$ cat config.mk
export PLATFORM = sky130hd
export DESIGN_NAME = tcw_fifo
export DESIGN_NICKNAME = d
export VERILOG_FILES = /design/src/rtl/tcw_fifo.sv
export SDC_FILE = /design/constraint.sdc
export NUM_CORES = 1
export LEC_CHECK = 0
export ABC_AREA = 1
export BUFFER_PORTS_ARGS = -buffer_cell sky130_fd_sc_hd__buf_2
export CORE_UTILIZATION = 40
export CTS_CLUSTER_SIZE = 25
export DETAILED_ROUTE_END_ITERATION = 16
export MAX_ROUTING_LAYER = met4
export PLACE_DENSITY = 0.71
export SLEW_MARGIN = 5
export SYNTH_ARGS = -nofsm -noshare
export SYNTH_HDL_FRONTEND = slang
export SYNTH_SLANG_ARGS = --single-unit
$ cat constraint.sdc
create_clock -name clk -period 1.51 [get_ports clk]
set_input_delay 0.302 -clock clk [delete_from_list [all_inputs] [get_ports clk]]
set_output_delay 0.302 -clock clk [all_outputs]
set_load 0.01 [all_outputs]
$ cat src/rtl/tcw_fifo.sv
// Small first-in first-out queue with full and empty flags.
module tcw_fifo #(
	parameter int WIDTH = 8,
	parameter int DEPTH = 2
) (
	input  logic             clk,
	input  logic             arst_n,
	input  logic             push,
	input  logic [WIDTH-1:0] wdata,
	output logic             full,
	input  logic             pop,
	output logic [WIDTH-1:0] rdata,
	output logic             empty
);

	localparam int PW = (DEPTH > 1) ? $clog2(DEPTH) : 1;
	localparam int CW = $clog2(DEPTH + 1);

	logic [WIDTH-1:0] mem_q [DEPTH];
	logic [PW-1:0]    wr_ptr_q;
	logic [PW-1:0]    rd_ptr_q;
	logic [CW-1:0]    count_q;
	logic             do_push;
	logic             do_pop;

	assign full    = (count_q == CW'(DEPTH));
	assign empty   = (count_q == '0);
	assign do_push = push & ~full;
	assign do_pop  = pop & ~empty;
	assign rdata   = mem_q[rd_ptr_q];

	always_ff @(posedge clk) begin
		if (do_push) begin
			mem_q[wr_ptr_q] <= wdata;
		end
	end

	always_ff @(posedge clk or negedge arst_n) begin
		if (!arst_n) begin
			wr_ptr_q <= '0;
			rd_ptr_q <= '0;
			count_q  <= '0;
		end else begin
			if (do_push) begin
				wr_ptr_q <= (wr_ptr_q == PW'(DEPTH - 1)) ? '0 : wr_ptr_q + 1'b1;
			end
			if (do_pop) begin
				rd_ptr_q <= (rd_ptr_q == PW'(DEPTH - 1)) ? '0 : rd_ptr_q + 1'b1;
			end
			if (do_push && !do_pop) begin
				count_q <= count_q + 1'b1;
			end else if (do_pop && !do_push) begin
				count_q <= count_q - 1'b1;
			end
		end
	end

	a_count_bound: assert property (@(posedge clk) disable iff (!arst_n)
		count_q <= CW'(DEPTH))
		else $error("queue holds more entries than its depth");

	a_count_grow: assert property (@(posedge clk) disable iff (!arst_n)
		(push && !full && !(pop && !empty)) |=> count_q == $past(count_q) + 1'b1)
		else $error("queue count did not grow on a lone push");

endmodule

==> metrics.md <==
| Metric | Value |
|---|---|
| Starting Density | 0.4493 |
| GP Congestion | 0.7092 |
| Crit-path max FO | 7 |
| Worst Tran Pin Value | 326.4 ps |
| I/O Buffers | 21 |
| Final #Nets | 115 |
| F_max | 691.5 MHz |
| Maximum vdd drop | 0.9984 mV |
| Clock slew seen by the registers of the worst setup and hold paths | 110 ps |
| Final Skew | 3.867 ps |
| Area Growth Syn to Fin | 24.42% |
| Synth Cell Area | 809.5 um2 |
| Startpoint type of the worst setup path | flop |
| RSZ-0062 raised after global routing | true |
| Pwr Total | 0.001841 W |
| Die Ht | 46.99 um |
| Die span in x | 46.99 um |
| Root Driver | clkbuf_4 |
| Setup Crit Path Kind | reg2out |
| Initial antenna violation count | 0 |
| Mean Syn Cell Area | 11.09 um2 |
| Total Routing Usage GR | 0.1468 |
| Final non-filler cell area | 1007 um2 |
| DRT iter0 DRCs | 13 |
| CP required | 1210 ps |
| Depth of the CTS H-tree | 1 |
| Clock period minus worst slack | 1446 ps |
| Status | finished clean |
| Die ar. | 2208 um2 |
| DPL Wire Length | 1013 um |
| Layout cells sized above 1 | 0.3069 |
| Final Hold Fails | 0 |
| Final worst slack | 63.89 ps |
| Pre-antenna DRT Iters | 4 |
| Skew-Pair Late Insertion Delay | 290 ps |
| Arr. time, crit path | 1140 ps |
| Post-route ant nets | 0 |
| Tcrit/Tclk final | 0.9577 |
| Seq/Total Area, Yosys | 0.7172 |
| CTS tree | built |
| Dpl ws | 89.96 ps |
| Pin count of the biggest net entering global routing | 12 |
| Placed cell area | 955.9 um2 |
| Fillers | 175 |
| Final setup viols | 0 |
| Yosys cell types | 14 |
| Final Slew Violations | 0 |
| Setup crit end kind | primary output |
| #FFs+latches synth | 20 |
| Placeable Area | 1802 um2 |
| Max_cap viols | 0 |
| CTS Buffer Depth | 2 |
| Vias | 550 |
| DR WL/cell | 10.70 um |
| Sink Count | 20 |
| Worst slew margin | 0.7822 |
| Power per cell area | 1828 nW/um2 |
| Cell leakage power | 0.4791 nW |
| Drt drc | 0 |
| Number of vias per cell | 4.365 |
| Final Non-Filler Cells | 126 |
| Ant. Diodes | 0 |
| CTS buffer count | 3 |
| HP Class | in2reg |
| Number of global-route vias before repair | 491 |
| Synth warn | 0 |
| Post-synthesis instance total | 73 |
| Num ports | 22 |
| FP Rows | 15 |
| First-pass GRT wire length | 2097 um |
| Routed WL | 1348 um |
| Total nets after synthesis | 86 |
| Gr ovfl total | 0 |
| Placed cell count | 120 |
-- path summary, 6_finish.rpt --
| check | startpoint | to | slack, ps | cells past startpoint |
|---|---|---|---|---|
| max | rd_ptr_q | rdata[6] | 60 | 4 |
| min | wdata[7] | mem_q[1][7] | 200 | 1 |
| max reg2reg | count_q[0] | count_q[1] | 150 | 7 |
| min reg2reg | wr_ptr_q | wr_ptr_q | 510 | 2 |
| max in group asynchronous | arst_n | rd_ptr_q | 1050 | 2 |
| min in group asynchronous | arst_n | wr_ptr_q | 330 | 2 |
-- area by class of cell --
type,instances,area (um2),area share
sequential,20,581.8,0.5776
multi-input combinational,44,193.9,0.1925
timing repair buffer,25,141.4,0.1404
inverter,8,32.53,0.03230
tap,25,31.28,0.03106
clock buffer,4,26.28,0.02609
-- registers in the layout, summed over array words and instances (netlist names) --
| register | flops |
|---|---|
| rd_ptr_q | 1 |
| mem_q | 16 |
| count_q | 2 |
| wr_ptr_q | 1 |
-- critical path, stage by stage (launching register included) --
cell	delay (ps)
dfrtp_2	490
buf_6	150
nand2_1	50
nand2_1	40
buf_2	130
-- routing by layer --
metal	track usage	part of all wire
met4	0.06857	0.0089
met1	0.1788	0.45
met2	0.2306	0.50
met5	-	0
met3	0.03462	0.033
-- logic make-up after synthesis --
| group | count (synthesis) | synth area share |
|---|---|---|
| compound gates | 2 | 0.01237 |
| xor+xnor | 1 | 0.01082 |
| flops | 20 | 0.7172 |
| buf+inv | 9 | 0.04327 |
| fa+ha+maj | 1 | 0.01545 |
| simple gates | 40 | 0.2009 |
-- through the flow --
step,hold WS (ps),utilization,TNS (ps)
6_report,195.3,0.5590,0
5_1_grt,181.8,0.5590,-13.58
4_1_cts,188.0,0.5514,0
3_5_place_dp,111.0,0.5306,0
3_3_place_gp,115.7,0.5306,0
2_1_floorplan,6.409,-,0
-- report_power, final --
group	internal [W]	switching, W	total (W)
Clock	0.000102	0.000150	0.000253
Combinational	0.000301	0.000416	0.000717
Sequential	0.000769	0.000103	0.000872
Total	0.00117	0.000669	0.00184
-- layout by cell type (no fill, tap or decap), types with 2 or more instances in the layout --
cell type	n
nand2_1	33
buf_2	21
edfxtp_1	16
inv_1	7
clkbuf_4	3
dfrtp_1	3
nor2_1	2
nor2_2	2
buf_4	2
-- synthesized netlist by cell type --
cell type,n,area share
buf_2,1,0.0062
dfrtp_1,4,0.12
edfxtp_1,16,0.59
ha_1,1,0.015
inv_1,7,0.032
inv_2,1,0.0046
nand2_1,33,0.15
nand3_1,1,0.0062
nand3b_1,1,0.0093
nand4_1,1,0.0077
nor2_1,2,0.0093
nor2_2,2,0.015
o21ai_0,2,0.012
xnor2_1,1,0.011
-- repair_timing --
action / 4_1_cts / 5_1_grt
hold endpoints to repair: 4 / 0
hold buffers: 1 / 0
gates resized for setup: 1 / 3
pin swaps: 0 / 0
setup endpoints to repair: 1 / 9
buffers inserted: 0 / 1
Power figures use the tool's default switching activity.
