$ cat src/rtl/tcw_pkg.sv
// Shared types and constants of the text console window block.
package tcw_pkg;

	// Widths of the on-screen coordinates formed from window origin plus offset.
	localparam int CROW_W = 7;
	localparam int CCOL_W = 7;
	localparam int PROD_W = CROW_W + CCOL_W;

	// Configuration port.
	localparam int APB_ADDR_W = 5;
	localparam int APB_DATA_W = 32;
	localparam logic [2:0] REG_WINDOW_LEFT   = 3'd0;
	localparam logic [2:0] REG_WINDOW_TOP    = 3'd1;
	localparam logic [2:0] REG_WINDOW_WIDTH  = 3'd2;
	localparam logic [2:0] REG_WINDOW_HEIGHT = 3'd3;
	localparam logic [2:0] REG_INK_ATTR      = 3'd4;
	localparam logic [2:0] REG_PAPER_ATTR    = 3'd5;

	// Input actions.
	localparam logic [1:0] ACT_PUT   = 2'd0;
	localparam logic [1:0] ACT_READ  = 2'd1;
	localparam logic [1:0] ACT_CLEAR = 2'd2;
	localparam logic [1:0] ACT_NONE  = 2'd3;

	// Classified commands passed from the front end to the back end.
	localparam logic [2:0] CMD_PUT     = 3'd0;
	localparam logic [2:0] CMD_NEWLINE = 3'd1;
	localparam logic [2:0] CMD_READ    = 3'd2;
	localparam logic [2:0] CMD_CLEAR   = 3'd3;
	localparam logic [2:0] CMD_NOP     = 3'd4;

	localparam logic [7:0] SPACE_CODE   = 8'h20;
	localparam logic [7:0] NEWLINE_CODE = 8'h0A;

	typedef struct packed {
		logic [5:0] left;
		logic [4:0] top;
		logic [5:0] width;
		logic [4:0] height;
		logic [2:0] ink;
		logic [4:0] paper;
	} cfg_t;

	localparam cfg_t CFG_RESET = '{
		left:   6'd2,
		top:    5'd0,
		width:  6'd38,
		height: 5'd28,
		ink:    3'd7,
		paper:  5'd16
	};

	typedef struct packed {
		logic [2:0] kind;
		logic [7:0] ch;
		logic [4:0] row;
		logic [5:0] col;
	} cmd_t;

	typedef struct packed {
		logic [7:0] read_data;
		logic [5:0] cursor_col;
		logic [4:0] cursor_row;
		logic       scrolled;
	} res_t;

endpackage

$ cat src/rtl/tcw_fifo.sv
// Small first-in first-out queue with full and empty flags.
module tcw_fifo #(
	parameter int WIDTH = 8,
	parameter int DEPTH = 2
) (
	input  logic             clk,
	input  logic             arst_n,
	input  logic             push,
	input  logic [WIDTH-1:0] wdata,
	output logic             full,
	input  logic             pop,
	output logic [WIDTH-1:0] rdata,
	output logic             empty
);

	localparam int PW = (DEPTH > 1) ? $clog2(DEPTH) : 1;
	localparam int CW = $clog2(DEPTH + 1);

	logic [WIDTH-1:0] mem_q [DEPTH];
	logic [PW-1:0]    wr_ptr_q;
	logic [PW-1:0]    rd_ptr_q;
	logic [CW-1:0]    count_q;
	logic             do_push;
	logic             do_pop;

	assign full    = (count_q == CW'(DEPTH));
	assign empty   = (count_q == '0);
	assign do_push = push & ~full;
	assign do_pop  = pop & ~empty;
	assign rdata   = mem_q[rd_ptr_q];

	always_ff @(posedge clk) begin
		if (do_push) begin
			mem_q[wr_ptr_q] <= wdata;
		end
	end

	always_ff @(posedge clk or negedge arst_n) begin
		if (!arst_n) begin
			wr_ptr_q <= '0;
			rd_ptr_q <= '0;
			count_q  <= '0;
		end else begin
			if (do_push) begin
				wr_ptr_q <= (wr_ptr_q == PW'(DEPTH - 1)) ? '0 : wr_ptr_q + 1'b1;
			end
			if (do_pop) begin
				rd_ptr_q <= (rd_ptr_q == PW'(DEPTH - 1)) ? '0 : rd_ptr_q + 1'b1;
			end
			if (do_push && !do_pop) begin
				count_q <= count_q + 1'b1;
			end else if (do_pop && !do_push) begin
				count_q <= count_q - 1'b1;
			end
		end
	end

	a_count_bound: assert property (@(posedge clk) disable iff (!arst_n)
		count_q <= CW'(DEPTH))
		else $error("queue holds more entries than its depth");

	a_count_grow: assert property (@(posedge clk) disable iff (!arst_n)
		(push && !full && !(pop && !empty)) |=> count_q == $past(count_q) + 1'b1)
		else $error("queue count did not grow on a lone push");

endmodule

$ cat src/rtl/tcw_front.sv
// Front end: accepts input items, classifies them and queues commands.
module tcw_front
	import tcw_pkg::*;
(
	input  logic       clk,
	input  logic       arst_n,
	input  logic       push,
	output logic       full,
	input  logic [1:0] action,
	input  logic [7:0] char_code,
	input  logic [4:0] cell_row,
	input  logic [5:0] cell_col,
	output logic       cmd_valid,
	output cmd_t       cmd,
	input  logic       cmd_pop
);

	logic valid_s1;
	cmd_t cmd_s1;
	cmd_t cmd_in;
	logic q_full;
	logic q_empty;
	logic advance;

	always_comb begin
		cmd_in     = '0;
		cmd_in.ch  = char_code;
		cmd_in.row = cell_row;
		cmd_in.col = cell_col;
		unique case (action)
			ACT_PUT:   cmd_in.kind = (char_code == NEWLINE_CODE) ? CMD_NEWLINE : CMD_PUT;
			ACT_READ:  cmd_in.kind = CMD_READ;
			ACT_CLEAR: cmd_in.kind = CMD_CLEAR;
			default:   cmd_in.kind = CMD_NOP;
		endcase
	end

	// The stage moves on whenever it is empty or its command enters the queue.
	assign advance = !valid_s1 || !q_full;
	assign full    = !advance;

	always_ff @(posedge clk or negedge arst_n) begin
		if (!arst_n) begin
			valid_s1 <= 1'b0;
		end else if (advance) begin
			valid_s1 <= push;
		end
	end

	always_ff @(posedge clk) begin
		if (advance && push) begin
			cmd_s1 <= cmd_in;
		end
	end

	logic [$bits(cmd_t)-1:0] q_rdata;

	tcw_fifo #(
		.WIDTH ($bits(cmd_t)),
		.DEPTH (2)
	) u_cmd_q (
		.clk    (clk),
		.arst_n (arst_n),
		.push   (valid_s1),
		.wdata  (cmd_s1),
		.full   (q_full),
		.pop    (cmd_pop),
		.rdata  (q_rdata),
		.empty  (q_empty)
	);

	assign cmd_valid = !q_empty;
	assign cmd       = cmd_t'(q_rdata);

endmodule

$ cat config.mk
export PLATFORM = sky130hd
export DESIGN_NAME = tcw_front
export DESIGN_NICKNAME = d
export VERILOG_FILES = /design/src/rtl/tcw_pkg.sv /design/src/rtl/tcw_fifo.sv /design/src/rtl/tcw_front.sv
export SDC_FILE = /design/constraint.sdc
export NUM_CORES = 1
export LEC_CHECK = 0
export BUFFER_PORTS_ARGS = -buffer_cell sky130_fd_sc_hd__buf_2
export CORE_UTILIZATION = 54
export DETAILED_ROUTE_END_ITERATION = 8
export PLACE_DENSITY = 0.84
export SYNTH_ARGS = -nofsm -noshare
export SYNTH_HDL_FRONTEND = slang
export SYNTH_SLANG_ARGS = --single-unit
$ cat constraint.sdc
create_clock -name clk -period 2.4 [get_ports clk]
set_clock_uncertainty 0.15 [all_clocks]
set_input_delay 0.48 -clock clk [delete_from_list [all_inputs] [get_ports clk]]
set_output_delay 0.48 -clock clk [all_outputs]
set_load 0.01 [all_outputs]
==> run_results.csv, run 1 <==
group,metric,value,unit
clock_network,cts_root_buf,"clkbuf_8",
logic_synthesis,yosysSeqAreaShare,0.822,
critical_path,critPathMaxStageDelay,360,ps
cells_and_area,fillers,295,
timing,fmax,495,MHz
critical_path,rrSetupSlack,720,ps
logic_synthesis,syn_area_per_cell,21.2,sq um
cells_and_area,area_growth,20.6,%
detailed_routing,viasPerCell,4.97,
timing,hold_viol_final,0,
clock_network,cts_resized,0,
logic_synthesis,synth_seq_cells,71,
global_routing,grt_start_max_net_pins,23,
detailed_routing,drc,0,
detailed_routing,ant_nets,0,
logic_synthesis,ys_top_cells_by_area,"edfxtp_1 (77%), mux2_2 (9.7%), dfrtp_1 (4.9%), ha_1 (1.5%), xnor2_1 (1.0%)",
timing,setup_viol_count_final,0,
timing,rsz0062_at_grt,"no",
floorplan,rows,24,
detailed_routing,drtPass1Iterations,6,
critical_path,worstSetupEndpointType,"output port",
timing,whs,175,ps
critical_path,crit_family,"flip-flops",
floorplan,pin_count,49,
timing,report.final.slew_viol_count,0,
clock_network,cts.htree.levels,3,
power,p_per_area,1210,nW/um^2
place,dpl.hpwl,2520,um
logic_synthesis,yosys_warnings,0,
timing,tns,0,ps
global_routing,grt.overflow.total,0,
logic_synthesis,netlist_instances,121,
detailed_routing,vias,1202,
critical_path,cp.required,1770,ps
cells_and_area,drive_above_1_share,0.495,
critical_path,crit_path_start_kind,"register",
clock_network,clock_latency,320,ps
critical_path,arrival,1390,ps
logic_synthesis,synth_cell_types,19,
clock_network,cts_num_sinks,71,
critical_path,worst-path-buf-inv,2,
global_routing,grtUsageTotal,0.159,
timing,period_share,0.841,
logic_synthesis,synth_top_area_frac,0.773,
clock_network,cts_tree,"built",
floorplan,die_w,70.9,um
global_routing,grt_pass1_vias,1225,
global_routing,grt_pass1_wl,5600,um
min_path,worstHoldPathType,"primary input to register",
critical_path,crit_type,"register to output port",
critical_path,slowest_stage,"dfrtp_1",
clock_network,clock_path_buffers,2,
floorplan,die_y,70.9,um
timing,slew_headroom,0.769,
clock_network,cts_made_buffers,9,
global_routing,antenna_found_initial,0,
detailed_routing,wire_per_inst,14.5,um
timing,finalCriticalPeriod,2020,ps
logic_synthesis,synth_fp_nets,149,
critical_path,cp_cell_sequence,"buf_4, mux2_2, buf_2",
clock_network,clkSlewWorstSetupHoldPaths,70,ps
job,drv_cap,0,
cells_and_area,nets,213,
floorplan,coreArea,4440,sq um
clock_network,cts_setup_buffers,0,
power,p_leak,1.18,nW
power,peakVddDrop,0.680,mV
logic_synthesis,synthesis.area,2560,sq um
critical_path,cp_max_fo,13,
detailed_routing,drtIter0Drc,70,
detailed_routing,wirelength,3500,um
place,port_buffers,48,
place,gp_congestion,0.726,
run_status,status,"completed",
cells_and_area,insertedDiodeCount,0,
floorplan,dieArea,5030,sq um
logic_synthesis,synth_top_cell_by_area,"edfxtp_1",
floorplan,start_util,0.577,
timing,worstMarginPinSlew,341,ps
clock_network,holdBufCountCts,1,
layout by cell type (no fill, tap or decap):
master,netlist,layout
nand2b_1,2,2
bufinv_16,0,1
mux2_2,22,22
nand2_1,1,1
dlygate4sd3_1,0,1
nor2_1,2,1
inv_1,4,4
xor2_1,2,2
nand2_2,1,1
clkinv_1,0,1
nor2_2,0,1
buf_4,0,6
and3_1,1,1
o21ai_0,1,1
buf_2,0,48
edfxtp_1,66,66
and2_1,1,1
or2_4,1,1
clkbuf_8,0,9
clkinv_2,0,3
clkinvlp_4,0,2
nor4b_1,2,2
dfrtp_1,5,5
ha_1,3,3
nand4b_1,1,1
xnor2_1,3,3
nand3b_1,1,1
worst reg2reg max path, stage by stage, from the launching register on:
cell      delay [ps]
dfrtp_1          440
nand2b_1         180
nand2_1          150
inv_1             60
ha_1             190
xor2_1           150
nor2_1           130
xor2_1           160
final cells by class:
type | instances | area [sq um] | area share
clock buffers | 9 | 124 | 0.0401
repair buffers | 55 | 295 | 0.0955
well taps | 52 | 65.1 | 0.0210
clock inverters | 7 | 63.8 | 0.0206
flip-flops and latches | 71 | 2110 | 0.682
inverters | 4 | 15.0 | 0.00486
multi-input cells | 44 | 422 | 0.136
per-layer routing:
metal / share of wire / wire length [um] / global-route usage
met5: 0 / 0 / 0
met4: 0.015 / 51 / 0.0933
met3: 0.051 / 179 / 0.0598
met2: 0.54 / 1870 / 0.271
met1: 0.40 / 1390 / 0.168
registers in the layout (all words and copies together), names as in the netlist:
name and cells:
cmd_s1 22, u_cmd_q.count_q 2, u_cmd_q.mem_q 44, u_cmd_q.rd_ptr_q 1, u_cmd_q.wr_ptr_q 1, valid_s1 1
cells in the mapped netlist:
cell type,instances
nand2_2,1
nand3b_1,1
o21ai_0,1
ha_1,3
inv_1,4
and2_1,1
xor2_1,2
or2_4,1
dfrtp_1,5
xnor2_1,3
nand4b_1,1
nand2_1,1
nor2_1,2
edfxtp_1,66
buf_6,2
mux2_2,22
nand2b_1,2
and3_1,1
nor4b_1,2
power breakdown:
group          switching, mW  total, mW  internal [mW]
sequential             0.109       1.87           1.76
clock                  0.394      0.864          0.470
combinational          0.534       1.02          0.486
worst paths after layout:
kind / startpoint / cells past startpoint / endpoint
max: u_cmd_q.rd_ptr_q / 3 / cmd[21]
min: cell_col[4] / 1 / cmd_s1[4]
max reg2reg: u_cmd_q.count_q[0] / 7 / u_cmd_q.count_q[1]
min reg2reg: cmd_s1[18] / 0 / u_cmd_q.mem_q[1][18]
max in group asynchronous: arst_n / 2 / u_cmd_q.count_q[0]
min in group asynchronous: arst_n / 2 / valid_s1
cell families after synthesis:
logic type	synth area share
XOR/XNOR	0.0171
buffers and inverters	0.0146
adder cells (fa/ha/maj)	0.0146
multiplexers	0.0966
AO/OA/AOI/OAI	0.00195
flip-flops	0.822
AND/OR/NAND/NOR	0.0332
through the flow:
| stage | std cells | area, sq um | utilization | total power [mW] | worst slack, ps |
|---|---|---|---|---|---|
| 3_5_place_dp | 225 | 2890 | 0.651 | 2.94 | 718 |
| 4_1_cts | 242 | 3090 | 0.696 | 3.81 | 346 |
| 2_1_floorplan | 121 | 2560 | - | 2.56 | 289 |
| 6_report | 242 | 3090 | 0.696 | 3.75 | 382 |
| 5_1_grt | 242 | 3090 | 0.696 | 3.96 | 310 |
| 3_3_place_gp | 225 | 2890 | 0.651 | 2.88 | 739 |
Note: power is estimated with default switching activity, not from simulation.
==> run 2, diff against run 1 <==
ABC_AREA = 1   (was unset)
CORE_UTILIZATION = 49   (was 54)
PLACE_DENSITY = 0.81   (was 0.84)
clock period = 1.85 ns   (was 2.4 ns; I/O delays follow)
==> run_results.csv, run 2 <==
group,metric,value,unit
run_status,status,"completed",
critical_path,r2r_start,"u_cmd_q.count_q[0]",
cells_and_area,insertedDiodeCount,0,
critical_path,crit_type,"register to output port",
clock_network,clock_path_buffers,2,
floorplan,start_util,0.509,
detailed_routing,wire_per_inst,12.9,um
min_path,worstHoldPathType,"primary input to register",
cells_and_area,fillers,417,
critical_path,r2r-end,"cmd_s1[13]",
clock_network,cts_root_buf,"clkbuf_8",
clock_network,cts_num_sinks,71,
timing,hold_viol_final,0,
timing,slew_headroom,0.836,
clock_network,clock_latency,320,ps
logic_synthesis,synth_top_cell_by_area,"edfxtp_1",
cells_and_area,nets,280,
logic_synthesis,synthArstFlopShare,0.0704,
clock_network,clkSlewWorstSetupHoldPaths,70,ps
critical_path,ff2ff_path_depth,5,
logic_synthesis,yosys_warnings,0,
logic_synthesis,yosysMostFrequentCell,"nand2_1",
logic_synthesis,synth-compound-area-share,0.00765,
critical_path,crit_path_start_kind,"register",
timing,period_share,0.954,
detailed_routing,ant_nets,0,
logic_synthesis,synth.top_cells.by_count,"nand2_1 (78), edfxtp_1 (66), inv_1 (12)",
floorplan,die_y,75.1,um
place,dpl.hpwl,2790,um
timing,setup_viol_count_final,0,
timing,report.final.slew_viol_count,0,
detailed_routing,drtPass1Iterations,4,
power,p_per_area,1630,nW/um^2
critical_path,cp.required,1330,ps
floorplan,dieArea,5640,sq um
timing,finalCriticalPeriod,1770,ps
logic_synthesis,synth-edff-count,66,
clock_network,cts_tree,"built",
logic_synthesis,synth_fp_nets,217,
logic_synthesis,synthesis.area,2620,sq um
logic_synthesis,ys.flop_type,"edfxtp_1",
logic_synthesis,syn_area_per_cell,13.8,sq um
clock_network,cts_made_buffers,9,
cells_and_area,register_area,2110,sq um
power,peakVddDrop,0.818,mV
cells_and_area,layout_common_cells,"nand2_1 (78), edfxtp_1 (66), buf_2 (48), inv_1 (12), clkbuf_8 (9)",
critical_path,rrSetupSlack,320,ps
floorplan,rows,26,
place,gp_congestion,0.667,
floorplan,pin_count,49,
global_routing,grt_pass1_vias,1418,
timing,tns,0,ps
timing,worstMarginPinSlew,246,ps
cells_and_area,top_regs,"u_cmd_q.mem_q x44, cmd_s1 x22, u_cmd_q.count_q x2",
floorplan,die_w,75.1,um
global_routing,grt_start_max_net_pins,24,
global_routing,antenna_found_initial,0,
cells_and_area,largest_register_ffs,44,
logic_synthesis,synth-simple-area-share,0.136,
logic_synthesis,ys_top_cells_by_area,"edfxtp_1 (76%), nand2_1 (11%), dfrtp_1 (4.8%), inv_1 (1.7%), ha_1 (1.4%)",
clock_network,cts.htree.levels,3,
logic_synthesis,synth_cell_types,16,
power,p_leak,1.40,nW
logic_synthesis,synth_top_area_frac,0.757,
critical_path,startpoint,"u_cmd_q.rd_ptr_q",
cells_and_area,area_growth,22.9,%
global_routing,grt_pass1_wl,6370,um
detailed_routing,viasPerCell,4.57,
logic_synthesis,yosysSeqAreaShare,0.805,
detailed_routing,vias,1496,
critical_path,cp-endpoint,"cmd[11]",
logic_synthesis,synth.mux.area_fraction,0,
logic_synthesis,synth_seq_cells,71,
logic_synthesis,synth_top_family_by_area,"simple AND/OR/NAND/NOR gates",
job,drv_cap,0,
detailed_routing,wirelength,4210,um
critical_path,arrival,1250,ps
critical_path,cp_max_fo,22,
cells_and_area,multiInputGateArea,435,sq um
timing,rsz0062_at_grt,"no",
critical_path,worstSetupEndpointType,"output port",
cells_and_area,final_util,0.626,
power,fin_total_pwr,5.23,mW
global_routing,grt.overflow.total,0,
timing,fmax,566,MHz
logic_synthesis,netlist_instances,189,
clock_network,cts_setup_buffers,0,
cells_and_area,drive_above_1_share,0.323,
detailed_routing,drtIter0Drc,86,
detailed_routing,drc,0,
cells_and_area,final_common_cell,"nand2_1",
cells_and_area,regMostFlops,"u_cmd_q.mem_q",
global_routing,grtUsageTotal,0.165,
floorplan,coreArea,5140,sq um
logic_synthesis,synthAdderAreaFrac,0.0143,
place,port_buffers,48,
logic_synthesis,synth-xor-area-share,0.00669,
-- run 2: cell count changes in the layout (fill, tap and decap cells not counted), moves of 2 or more --
| cell | delta |
|---|---|
| nand2b_1 | -2 |
| nor2_1 | +3 |
| nor4b_1 | -2 |
| inv_2 | +3 |
| inv_1 | +8 |
| nand3_1 | +3 |
| nor2_2 | +2 |
| nand2_1 | +77 |
| mux2_2 | -22 |
| xnor2_1 | -2 |
-- run 2: timing repair --
item / 4_1_cts / 5_1_grt
hold endpoints to repair: 5 / 0
endpoints found under the setup margin: 22 / 10
gates resized for setup: 2 / 3
hold buffers: 1 / 0
-- run 2: where the power goes --
part,switching [mW],internal [mW],leakage (nW)
Clock,0.530,0.749,0.109
Combinational,0.967,0.546,0.606
Sequential,0.160,2.28,0.681
Total,1.66,3.57,1.40
-- run 2: cell type report --
class,instances,area share
well taps,70,0.0272
multi-input cells,98,0.135
flip-flops and latches,71,0.655
repair buffers,56,0.0964
inverters,16,0.0202
clock buffers,9,0.0385
clock inverters,7,0.0272
-- run 2: through the flow --
step	hold WS (ps)	instances	instance area (sq um)	setup WS, ps
floorplan	-75.6	189	2620	128
global placement	44.0	310	2980	350
detailed placement	41.3	310	2980	291
CTS	49.8	327	3210	17.4
global route	48.0	327	3220	14.7
finish	66.4	327	3220	84.6
-- run 2: worst min path at each step --
stage	startpoint	to	depth (start not counted)
2_1_floorplan	arst_n	u_cmd_q.count_q[0]	0
5_1_grt	cell_col[5]	cmd_s1[5]	1
3_3_place_gp	arst_n	u_cmd_q.rd_ptr_q	1
3_5_place_dp	arst_n	u_cmd_q.rd_ptr_q	1
4_1_cts	cell_row[0]	cmd_s1[6]	1
6_report	cell_row[0]	cmd_s1[6]	1
-- run 2: cell families (layout without fill, tap and decap cells) --
logic type,count (synthesis),in the layout
xor+xnor,2,2
compound gates,2,2
buf+inv,20,88
fa+ha+maj,3,3
flops,71,71
simple gates,91,91
-- run 2: routing by layer --
metal | wire length (um) | global-route usage
met1 | 1750 | 0.197
met2 | 2260 | 0.279
met3 | 169 | 0.0428
met4 | 27 | 0.0818
met5 | 0 | 0
-- run 2: worst max-delay path, cell delays in order (launching register included) --
cell and delay, ps:
dfrtp_2 420, buf_8 190, nand2_1 80, nand2_1 90
buf_2 130
